`src/design/bptc_pkg.sv`:
```
// Shared widths, stage numbering, register codes and types of the barometric compensation block.
package bptc_pkg;

    // Number of register stages from input beat to output register.
    localparam int NSTG = 9;

    // Stage numbering, input side first.
    localparam int ST_DT   = 0;
    localparam int ST_MUL  = 1;
    localparam int ST_LIN  = 2;
    localparam int ST_SQR  = 3;
    localparam int ST_CORR = 4;
    localparam int ST_FIN  = 5;
    localparam int ST_PP   = 6;
    localparam int ST_SUM  = 7;
    localparam int ST_OUT  = 8;

    // Field and calibration widths.
    localparam int W_RAW     = 24;
    localparam int W_CAL     = 16;
    localparam int W_CFG_IDX = 3;
    localparam int W_TOUT    = 18;
    localparam int W_POUT    = 24;

    // Internal datapath widths, all signed unless stated.
    localparam int W_DT   = W_RAW + 1;        // raw temperature minus reference
    localparam int W_PROD = W_DT + W_CAL + 1; // dT times a calibration word
    localparam int W_SQ   = 2 * W_DT;         // dT squared
    localparam int W_TEMP = 20;               // first-order temperature
    localparam int W_T2   = 19;               // second-order temperature term
    localparam int W_OFF  = 36;               // first-order offset
    localparam int W_SENS = 35;               // first-order sensitivity
    localparam int W_SQR  = 35;               // unsigned temperature squares
    localparam int W_CORR = 38;               // unsigned second-order corrections
    localparam int W_FIN  = 40;               // corrected offset and sensitivity
    localparam int W_SPLIT = 20;              // low part of the split sensitivity multiply

    // Shift amounts of the fixed-point scaling.
    localparam int TEMP_SH = 23;
    localparam int OFF_SH  = 7;
    localparam int SENS_SH = 8;
    localparam int T2_SH   = 31;
    localparam int PROD_SH = 21;
    localparam int PRES_SH = 15;
    localparam int C2_SH   = 16;
    localparam int C1_SH   = 15;
    localparam int C5_SH   = 8;

    // Temperature thresholds in hundredths of a degree.
    localparam int T_REF = 2000;
    localparam int T_LOW = -1500;

    // Calibration register indexes.
    typedef enum logic [W_CFG_IDX-1:0] {
        CAL_C1 = 3'd0,
        CAL_C2 = 3'd1,
        CAL_C3 = 3'd2,
        CAL_C4 = 3'd3,
        CAL_C5 = 3'd4,
        CAL_C6 = 3'd5
    } t_cal_idx;

    // Calibration words as held by the top level.
    typedef struct packed {
        logic [W_CAL-1:0] c1;
        logic [W_CAL-1:0] c2;
        logic [W_CAL-1:0] c3;
        logic [W_CAL-1:0] c4;
        logic [W_CAL-1:0] c5;
        logic [W_CAL-1:0] c6;
    } t_cal;

    // Per-stage load enables from the pipeline control.
    typedef struct packed {
        logic [NSTG-1:0] en;
    } t_pipe_en;

endpackage

```
`src/design/bptc_pipe_ctrl.sv`:
```
// Valid bits and stall-aware load enables of the compensation pipeline.
module bptc_pipe_ctrl (
    input  logic                i_clk,
    input  logic                i_rst_n,
    input  logic                i_in_valid,
    output logic                o_in_ready,
    output logic                o_out_valid,
    input  logic                i_out_ready,
    output bptc_pkg::t_pipe_en  o_ctl
);

    logic [bptc_pkg::NSTG-1:0] r_vld;
    logic [bptc_pkg::NSTG-1:0] n_vld;
    logic [bptc_pkg::NSTG-1:0] en;
    logic [bptc_pkg::NSTG-1:0] vld_src;
    logic                      in_beat;
    logic                      out_beat;

    // A stage loads when it is empty or when the stage after it loads, so bubbles collapse.
    always_comb begin
        en[bptc_pkg::NSTG-1] = !r_vld[bptc_pkg::NSTG-1] || i_out_ready;
        for (int k = bptc_pkg::NSTG - 2; k >= 0; k--) begin
            en[k] = !r_vld[k] || en[k+1];
        end
    end

    // Each loading stage takes the valid bit of the stage before it.
    always_comb begin
        vld_src = {r_vld[bptc_pkg::NSTG-2:0], i_in_valid};
        n_vld   = r_vld;
        for (int k = 0; k < bptc_pkg::NSTG; k++) begin
            if (en[k]) begin
                n_vld[k] = vld_src[k];
            end
        end
    end

    always_ff @(posedge i_clk) begin
        if (!i_rst_n) begin
            r_vld <= '0;
        end else begin
            r_vld <= n_vld;
        end
    end

    assign o_in_ready  = en[0];
    assign o_out_valid = r_vld[bptc_pkg::NSTG-1];
    assign o_ctl.en    = en;
    assign in_beat     = i_in_valid && en[0];
    assign out_beat    = r_vld[bptc_pkg::NSTG-1] && i_out_ready;

    // An accepted beat occupies the first stage in the next cycle.
    a_accept_enters: assert property (@(posedge i_clk) disable iff (!i_rst_n)
        in_beat |=> r_vld[0])
        else $error("accepted beat did not enter the first stage");

    // The input is only held off when the output itself is stalled.
    a_no_false_stall: assert property (@(posedge i_clk) disable iff (!i_rst_n)
        (!r_vld[bptc_pkg::NSTG-1] || i_out_ready) |-> o_in_ready)
        else $error("input stalled while the output side was free");

    // Items in flight change only by beats accepted and beats delivered.
    a_conserve: assert property (@(posedge i_clk) disable iff (!i_rst_n)
        $past(i_rst_n) |-> ($countones(r_vld) ==
            $past($countones(r_vld)) + $past(in_beat) - $past(out_beat)))
        else $error("item lost or duplicated inside the pipeline");

endmodule

```
`config.mk`:
```
export PLATFORM = sky130hd
export DESIGN_NAME = bptc_pipe_ctrl
export DESIGN_NICKNAME = d
export VERILOG_FILES = /design/src/design/bptc_pkg.sv /design/src/design/bptc_pipe_ctrl.sv
export SDC_FILE = /design/constraint.sdc
export NUM_CORES = 1
export LEC_CHECK = 0
export BUFFER_PORTS_ARGS = -buffer_cell sky130_fd_sc_hd__buf_2
export CAP_MARGIN = 20
export CORE_AREA = 2 2 39 41
export DETAILED_ROUTE_END_ITERATION = 10
export DIE_AREA = 0 0 41 43
export GPL_ROUTABILITY_DRIVEN = 0
export PLACE_DENSITY = 0.53
export SKIP_CTS_REPAIR_TIMING = 1
export SLEW_MARGIN = 25
export SYNTH_ARGS = -nofsm -noshare
export SYNTH_HDL_FRONTEND = slang
export SYNTH_SLANG_ARGS = --single-unit
```
`constraint.sdc`:
```
create_clock -name i_clk -period 1.8 [get_ports i_clk]
set_input_delay 0.18 -clock i_clk [delete_from_list [all_inputs] [get_ports i_clk]]
set_output_delay 0.18 -clock i_clk [all_outputs]
set_load 0.005 [all_outputs]
```
==> results of run 1 <==
-- cell type report --
type / instances / area (um^2) / area share
Clock buffer: 4 / 26.3 / 0.0545
Inverter: 4 / 15.0 / 0.0312
Multi-Input combinational cell: 29 / 170 / 0.353
Sequential cell: 9 / 180 / 0.374
Tap cell: 16 / 20.0 / 0.0416
Timing Repair Buffer: 14 / 70.1 / 0.145
-- worst max-delay path: cells and delay by family (launching register included) --
| family | cells | cell delay [ps] |
|---|---|---|
| buffers and inverters | 2 | 210 |
| and+or+nand+nor | 3 | 600 |
| DFF | 1 | 340 |
-- per-layer routing --
layer	wire (um)	up-vias
li1	-	178
met1	352	140
met2	300	10
met3	38	2
met4	14	0
met5	0	-
-- synthesized netlist by cell type --
| library cell | instances | area share |
|---|---|---|
| a21boi_0 | 1 | 0.020 |
| a21oi_1 | 1 | 0.013 |
| and3b_2 | 1 | 0.027 |
| buf_4 | 1 | 0.020 |
| clkbuf_1 | 1 | 0.010 |
| dfxtp_1 | 9 | 0.48 |
| inv_1 | 1 | 0.010 |
| inv_2 | 3 | 0.030 |
| nand2_1 | 10 | 0.10 |
| nand2b_1 | 1 | 0.017 |
| nand3_1 | 5 | 0.066 |
| nor2_2 | 1 | 0.017 |
| nor2b_1 | 1 | 0.017 |
| nor3_4 | 1 | 0.043 |
| o21a_1 | 3 | 0.060 |
| o21ai_1 | 2 | 0.027 |
| o21ai_2 | 2 | 0.047 |
-- power breakdown --
part | switching [uW] | internal (uW) | leakage [uW]
combinational | 6.33 | 5.93 | 0.0000912
clock | 70.7 | 85.4 | 0.0000150
sequential | 3.36 | 203 | 0.0000731
total | 80.4 | 294 | 0.000179
-- through the flow --
stage                      util  worst slack (ps)  cell area (um^2)  hold slack [ps]  power [uW]
after floorplan               -               487               377              293         217
after global placement    0.329               496               455              380         223
after detailed placement  0.329               476               455              383         223
after CTS                 0.348               192               482              118         378
after global routing      0.348              93.4               482              130         387
final                     0.348               221               482              119         374
-- final timing paths --
path | start | to | slack, ps | cells past startpoint
setup / recovery | r_vld[8]$_SDFFE_PN0P_ | o_in_ready | 220 | 5
hold / removal | i_in_valid | r_vld[0]$_SDFFE_PN0P_ | 120 | 3
setup reg to reg | r_vld[8]$_SDFFE_PN0P_ | r_vld[1]$_SDFFE_PN0P_ | 640 | 5
hold reg to reg | r_vld[7]$_SDFFE_PN0P_ | r_vld[8]$_SDFFE_PN0P_ | 450 | 2
-- logic make-up after synthesis --
logic type / count (synthesis)
flip-flops: 9
AO/OA/AOI/OAI: 9
AND/OR/NAND/NOR: 20
buffers and inverters: 6
==> metrics.md, run 1 <==
| Metric | Value |
|---|---|
| Iter 0 DRT Violations | 1 |
| PD cells | 777 nW/um^2 |
| Initial antenna violation count | 0 |
| CTS buffer count | 3 |
| Max-Cap Viols | 0 |
| Clk_lat worst skew | 260 ps |
| Synth warn | 0 |
| Required time of the critical path | 1620 ps |
| First-pass GRT wire length | 1100 um |
| Via density | 4.34 |
| CP Cell Sequence | and3b_2 -> inv_2 -> nor3_4 -> nand3_1 -> buf_2 |
| Period minus WS final | 1580 ps |
| Core Region | 1380 um^2 |
| Mapped Nets | 48 |
| DP HPWL | 536 um |
| Post-synthesis simple-gate area fraction | 0.286 |
| Die Height | 43 um |
| Busiest grt layer | met2 |
| Largest family of logic cells by synthesized area | simple AND/OR/NAND/NOR gates |
| GRT overflow | 0 |
| N_diodes | 0 |
| Commonest non-fill, non-tap cells in the layout | 14 x buf_2, 10 x nand2_1, 9 x dfxtp_1 |
| Final Hold Vio Count | 0 |
| Outcome | finished clean |
| Max reg flops | 9 |
| Yosys cell types | 17 |
| CTS root buf | clkbuf_4 |
| Share of cells above drive strength 1 | 0.417 |
| Pin count of the biggest net entering global routing | 14 |
| Max-slew violation count | 0 |
| GR Util met2 | 0.122 |
| Setup crit end kind | output pin |
| Regs by FF count | r_vld x9 |
| Commonest non-fill, non-tap cell in the layout | buf_2 |
| WL/cell | 9.28 um |
| Setup violators final | 0 |
| Vias | 330 |
| CP max FO | 4 |
| CP max-delay cell | dfxtp_1 |
| WP data arrival | 1400 ps |
| Setup TNS | 0 ps |
| Number of port buffers | 14 |
| Layout Cells excl Fill | 76 |
| Layout area overhead | 27.9% |
| Htree depth | 1 |
| Mapped Area | 377 um^2 |
| CTS tree | built |
| Placed Cells incl. Taps | 72 |
| 1st-pass router iterations | 3 |
| Hold crit path type | in2reg |
| Chip Width | 41 um |
| DR DRC count | 0 |
| Vias in the first global route | 285 |
| Met1 Usage GRT | 0.121 |
| Period utilisation layout | 0.877 |
| Unrepaired setup endpoints after global routing | false |
| Biggest register | r_vld |
| Post-Syn Area per Cell | 8.56 um^2 |
| Die ar. | 1760 um^2 |
| NumNets Final | 65 |
| FMAX | 0.633 GHz |
| CTS Sinks | 9 |
| Max-slew headroom | 0.851 |
| M3 GR Usage | 0.0157 |
| Mapped Cells | 44 |
| Crit-path max cell delay | 340 ps |
| Crit path kind | reg2out |
| Max Root-Sink Buffers | 2 |
| Synth Area in Adders | 0 |
| Synthesized flop and latch total | 9 |
| Clock slew at reported path FFs | 60 ps |
| Initial Util | 0.272 |
| Worst-Margin Slew | 222 ps |
| Row cnt | 14 |
| Peak VDD IR | 0.318 mV |
| Xor/xnor cell area share of the yosys netlist | 0 |
| Number of routed nets with antenna violations | 0 |
| Multiplexer share of the synthesized area | 0 |
| Fin Clk Skew | 3.66 ps |
| GR Util All Layers | 0.0949 |
| Final-layout fill cell count | 159 |
| Worst setup SP type | flip-flop |
| Compound-gate portion of the synthesized area | 0.166 |
| Register area share after synthesis | 0.478 |
| Final WL | 705 um |
| I/O pins | 15 |
| Leak | 0.000179 uW |
(Power assumes the default switching activity.)
==> run 2: changes to the inputs <==
--- a/config.mk
+++ b/config.mk
@@ -8,6 +8,7 @@
 export BUFFER_PORTS_ARGS = -buffer_cell sky130_fd_sc_hd__buf_2
 export CAP_MARGIN = 20
 export CORE_AREA = 2 2 39 41
+export CTS_BUF_LIST = sky130_fd_sc_hd__clkbuf_16
 export DETAILED_ROUTE_END_ITERATION = 10
 export DIE_AREA = 0 0 41 43
 export GPL_ROUTABILITY_DRIVEN = 0
==> run 2 against run 1 <==
Against the previous run: clock-buffer cell count down 1; routed wire length is 0.14% higher; total power rose by 60%; clock power grew 140%; cell count stayed put; worst setup slack improved by 34 ps; sequential share of layout area decreased by 3.7 points; critical path type unchanged.
==> metrics.md, run 2 (synthesis gave the netlist of run 1 again) <==
| Metric | Value |
|---|---|
| NumNets Final | 65 |
| Via density | 4.46 |
| Peak VDD IR | 0.505 mV |
| Share of cells above drive strength 1 | 0.417 |
| Setup crit end kind | output pin |
| Unrepaired setup endpoints after global routing | false |
| Max-slew violation count | 0 |
| Layout Cells excl Fill | 76 |
| Placed instance area | 455 um^2 |
| Worst setup SP type | flip-flop |
| Max-slew headroom | 0.852 |
| Outcome | finished clean |
| First-pass GRT wire length | 1150 um |
| GRT overflow | 0 |
| Row cnt | 14 |
| Fin Clk Skew | 2.43 ps |
| DR DRC count | 0 |
| Hold path depth | 3 |
| Commonest non-fill, non-tap cells in the layout | 14 x buf_2, 10 x nand2_1, 9 x dfxtp_1 |
| Pin count of the biggest net entering global routing | 14 |
| Reg2reg setup slack | 640 ps |
| Max-Cap Viols | 0 |
| Worst-Margin Slew | 221 ps |
| CP max-delay cell | dfxtp_1 |
| Critical R2R Launch | r_vld[8]$_SDFFE_PN0P_ |
| Max reg flops | 9 |
| Period utilisation layout | 0.858 |
| Initial antenna violation count | 0 |
| Leak | 0.000207 uW |
| Setup violators final | 0 |
| Commonest non-fill, non-tap cell in the layout | buf_2 |
| Top Family by Delay on Critical Path | simple AND/OR/NAND/NOR gates |
| Setup TNS | 0 ps |
| N_diodes | 0 |
| CTS buffer count | 3 |
| Clk_lat worst skew | 230 ps |
| Placed Cells incl. Taps | 72 |
| Power consumption | 599 uW |
| Htree depth | 1 |
| Regs by FF count | r_vld x9 |
| Final Hold Vio Count | 0 |
| WP buf/inv | 2 |
| Design Area, Final | 534 um^2 |
| DP HPWL | 536 um |
| Reg2Reg Depth | 5 |
| Worst R2R End | r_vld[1]$_SDFFE_PN0P_ |
| Period minus WS final | 1540 ps |
| Clock slew at reported path FFs | 40 ps |
| WP data arrival | 1360 ps |
| GR Util All Layers | 0.0989 |
| CTS tree | built |
| Chip Width | 41 um |
| Number of routed nets with antenna violations | 0 |
| CP Cell Sequence | and3b_2 -> inv_2 -> nor3_4 -> nand3_1 -> buf_2 |
| FMAX | 0.647 GHz |
| Final WL | 706 um |
| Initial Util | 0.272 |
| CP max FO | 4 |
| Crit-path max cell delay | 330 ps |
| Iter 0 DRT Violations | 3 |
| Die Height | 43 um |
| Dpl ws | 476 ps |
| 1st-pass router iterations | 4 |
| Required time of the critical path | 1620 ps |
| I/O pins | 15 |
| WL/cell | 9.29 um |
| Vias in the first global route | 290 |
| CTS root buf | clkbuf_16 |
| Layout area overhead | 41.9% |
| Core Region | 1380 um^2 |
| CTS Sinks | 9 |
| Slack of the critical path | 255 ps |
| PD cells | 1120 nW/um^2 |
| Die ar. | 1760 um^2 |
| Worst hold start | i_in_valid |
| Vias | 339 |
| Hold crit path type | in2reg |
| Number of port buffers | 14 |
| Crit path kind | reg2out |
| Max Root-Sink Buffers | 2 |
| Biggest register | r_vld |
| Worst hold endpoint | r_vld[0]$_SDFFE_PN0P_ |
-- run 2: cell count changes in the layout (fill, tap and decap cells not counted), sizes merged --
cell and change:
clkbuf -1, inv +1
-- run 2: worst max-delay path by stage --
stage / from / endpoint / depth (start not counted)
after CTS: r_vld[8]$_SDFFE_PN0P_ / o_in_ready / 5
final: r_vld[8]$_SDFFE_PN0P_ / o_in_ready / 5
after global routing: r_vld[8]$_SDFFE_PN0P_ / o_in_ready / 5
after detailed placement: r_vld[8]$_SDFFE_PN0P_ / o_in_ready / 5
after global placement: r_vld[8]$_SDFFE_PN0P_ / o_in_ready / 5
after floorplan: r_vld[8]$_SDFFE_PN0P_ / o_ctl[0] / 5
-- run 2: layer usage --
| metal | vias to the layer above | track usage | routed length [um] |
|---|---|---|---|
| met5 | - | 0 | 0 |
| li1 | 177 | - | - |
| met2 | 13 | 0.131 | 320 |
| met4 | 0 | 0.0800 | 12 |
| met3 | 2 | 0.0314 | 48 |
| met1 | 147 | 0.124 | 324 |
-- run 2: final cells by class --
type / count / area (um^2)
Fill cell: 153 / 850
Tap cell: 16 / 20.0
Clock buffer: 3 / 75.1
Sequential cell: 9 / 180
Multi-Input combinational cell: 29 / 170
Clock inverter: 1 / 3.75
Timing Repair Buffer: 14 / 70.1
Inverter: 4 / 15.0
-- run 2: stage by stage --
stage / hold WS [ps] / util
3_5_place_dp: 383 / 0.329
5_1_grt: 165 / 0.386
4_1_cts: 149 / 0.386
3_3_place_gp: 380 / 0.329
6_report: 147 / 0.386
2_1_floorplan: 293 / -
-- run 2: worst min-delay path, cell delays in order --
cell and delay, ps:
buf_2 70, nand2_1 50, o21ai_2 40
-- run 2: where the power goes --
group	internal, uW	switching, uW
clock	290	89.9
combinational	5.93	6.34
sequential	204	3.19
==> run 3: changes to the inputs <==
--- a/config.mk
+++ b/config.mk
@@ -12,7 +12,6 @@
 export DETAILED_ROUTE_END_ITERATION = 10
 export DIE_AREA = 0 0 41 43
 export GPL_ROUTABILITY_DRIVEN = 0
-export PLACE_DENSITY = 0.53
 export SKIP_CTS_REPAIR_TIMING = 1
 export SLEW_MARGIN = 25
 export SYNTH_ARGS = -nofsm -noshare
==> run 3 against run 2 <==
Against the previous run: non-clock buffer count is the same; clock-buffer cell count did not move; cell count unchanged; design area stayed put; routed wire length increased by 3.7%; via count decreased by 3.2%; combinational power about the same; total power fell by 0.16%; largest power group unchanged.
==> metrics.md, run 3 (synthesis gave the netlist of run 1 again) <==
| Metric | Value |
|---|---|
| Vias in the first global route | 280 |
| Initial antenna violation count | 0 |
| Share of cells above drive strength 1 | 0.417 |
| First-pass GRT wire length | 1150 um |
| Outcome | finished clean |
| Leak | 0.000207 uW |
| Max-slew headroom | 0.857 |
| Number of port buffers | 14 |
| Reg2reg setup slack | 640 ps |
| Placed instance area | 455 um^2 |
| Die ar. | 1760 um^2 |
| Clk_lat worst skew | 230 ps |
| Placed Cells incl. Taps | 72 |
| Clock slew at reported path FFs | 40 ps |
| Top Family by Delay on Critical Path | simple AND/OR/NAND/NOR gates |
| GRT overflow | 0 |
| Row cnt | 14 |
| CP Cell Sequence | and3b_2 -> inv_2 -> nor3_4 -> nand3_1 -> buf_2 |
| Number of routed nets with antenna violations | 0 |
| Chip Width | 41 um |
| CP max-delay cell | dfxtp_1 |
| Biggest register | r_vld |
| CTS buffer count | 3 |
| NumNets Final | 65 |
| Max Root-Sink Buffers | 2 |
| Layout Cells excl Fill | 76 |
| Crit-path max cell delay | 340 ps |
| Required time of the critical path | 1620 ps |
| Peak VDD IR | 0.406 mV |
| Setup TNS | 0 ps |
| DR DRC count | 0 |
| Core Region | 1380 um^2 |
| Setup violators final | 0 |
| Worst setup SP type | flip-flop |
| Via density | 4.32 |
| Htree depth | 1 |
| Fin Clk Skew | 2.19 ps |
| Regs by FF count | r_vld x9 |
| 1st-pass router iterations | 4 |
| WL/cell | 9.63 um |
| WP buf/inv | 2 |
| Worst-Margin Slew | 214 ps |
| Design Area, Final | 534 um^2 |
| Initial Util | 0.272 |
| CTS Sinks | 9 |
| Die Height | 43 um |
| Final WL | 732 um |
| DP HPWL | 533 um |
| Max-slew violation count | 0 |
| Max reg flops | 9 |
| N_diodes | 0 |
| CP max FO | 4 |
| CTS tree | built |
| CTS root buf | clkbuf_16 |
| Hold crit path type | in2reg |
| Iter 0 DRT Violations | 4 |
| Period utilisation layout | 0.874 |
| I/O pins | 15 |
| Period minus WS final | 1570 ps |
| Final core occ | 0.386 |
| GR Util All Layers | 0.101 |
| Vias | 328 |
| Max-Cap Viols | 0 |
| Final Hold Vio Count | 0 |
| Commonest non-fill, non-tap cells in the layout | 14 x buf_2, 10 x nand2_1, 9 x dfxtp_1 |
| Setup crit end kind | output pin |
| WP data arrival | 1390 ps |
| Pin count of the biggest net entering global routing | 14 |
| Crit path kind | reg2out |
| Unrepaired setup endpoints after global routing | false |
| FMAX | 0.636 GHz |
| Layout area overhead | 41.9% |
| Commonest non-fill, non-tap cell in the layout | buf_2 |
| PD cells | 1120 nW/um^2 |
| Hold WS | 149 ps |
==> run 3: cell counts in the layout (fill, tap and decap cells not counted) <==
No cell type changed its count.
==> run 3: layer usage <==
layer	share of wire	track usage	wire length, um	vias up
met4	0.026	0.140	19	0
met5	0	0	0	-
met3	0.057	0	42	2
met2	0.44	0.125	321	12
li1	-	-	-	173
met1	0.48	0.127	348	141
==> run 3: final cells by class <==
| type | instances | area (um^2) |
|---|---|---|
| timing repair buffer | 14 | 70.1 |
| multi-input combinational | 29 | 170 |
| fill | 146 | 850 |
| tap | 16 | 20.0 |
| clock inverter | 1 | 3.75 |
| sequential | 9 | 180 |
| inverter | 4 | 15.0 |
| clock buffer | 3 | 75.1 |
==> run 3: final timing paths <==
check / from / to / cells past startpoint
setup / recovery: r_vld[8]$_SDFFE_PN0P_ / o_ctl[0] / 5
setup reg to reg: r_vld[8]$_SDFFE_PN0P_ / r_vld[0]$_SDFFE_PN0P_ / 5
hold reg to reg: r_vld[2]$_SDFFE_PN0P_ / r_vld[3]$_SDFFE_PN0P_ / 2
hold / removal: i_in_valid / r_vld[0]$_SDFFE_PN0P_ / 3
==> run 3: worst reg2reg max path, delay by kind of cell (launching register included) <==
family                 cells  cell delay (ps)
AO/OA/AOI/OAI              1              120
buffers and inverters      2              160
flip-flops                 1              340
AND/OR/NAND/NOR            2              480
==> run 3: through the flow <==
stage | total power, uW | worst slack (ps)
finish | 598 | 227
global route | 615 | 98.5
CTS | 607 | 200
detailed placement | 223 | 461
global placement | 222 | 478
floorplan | 217 | 487
==> run 3: power breakdown <==
| group | switching, uW | internal, uW | leakage, uW |
|---|---|---|---|
| registers | 3.10 | 204 | 0.0000731 |
| logic | 6.53 | 5.94 | 0.0000912 |
| clock network | 88.9 | 289 | 0.0000423 |
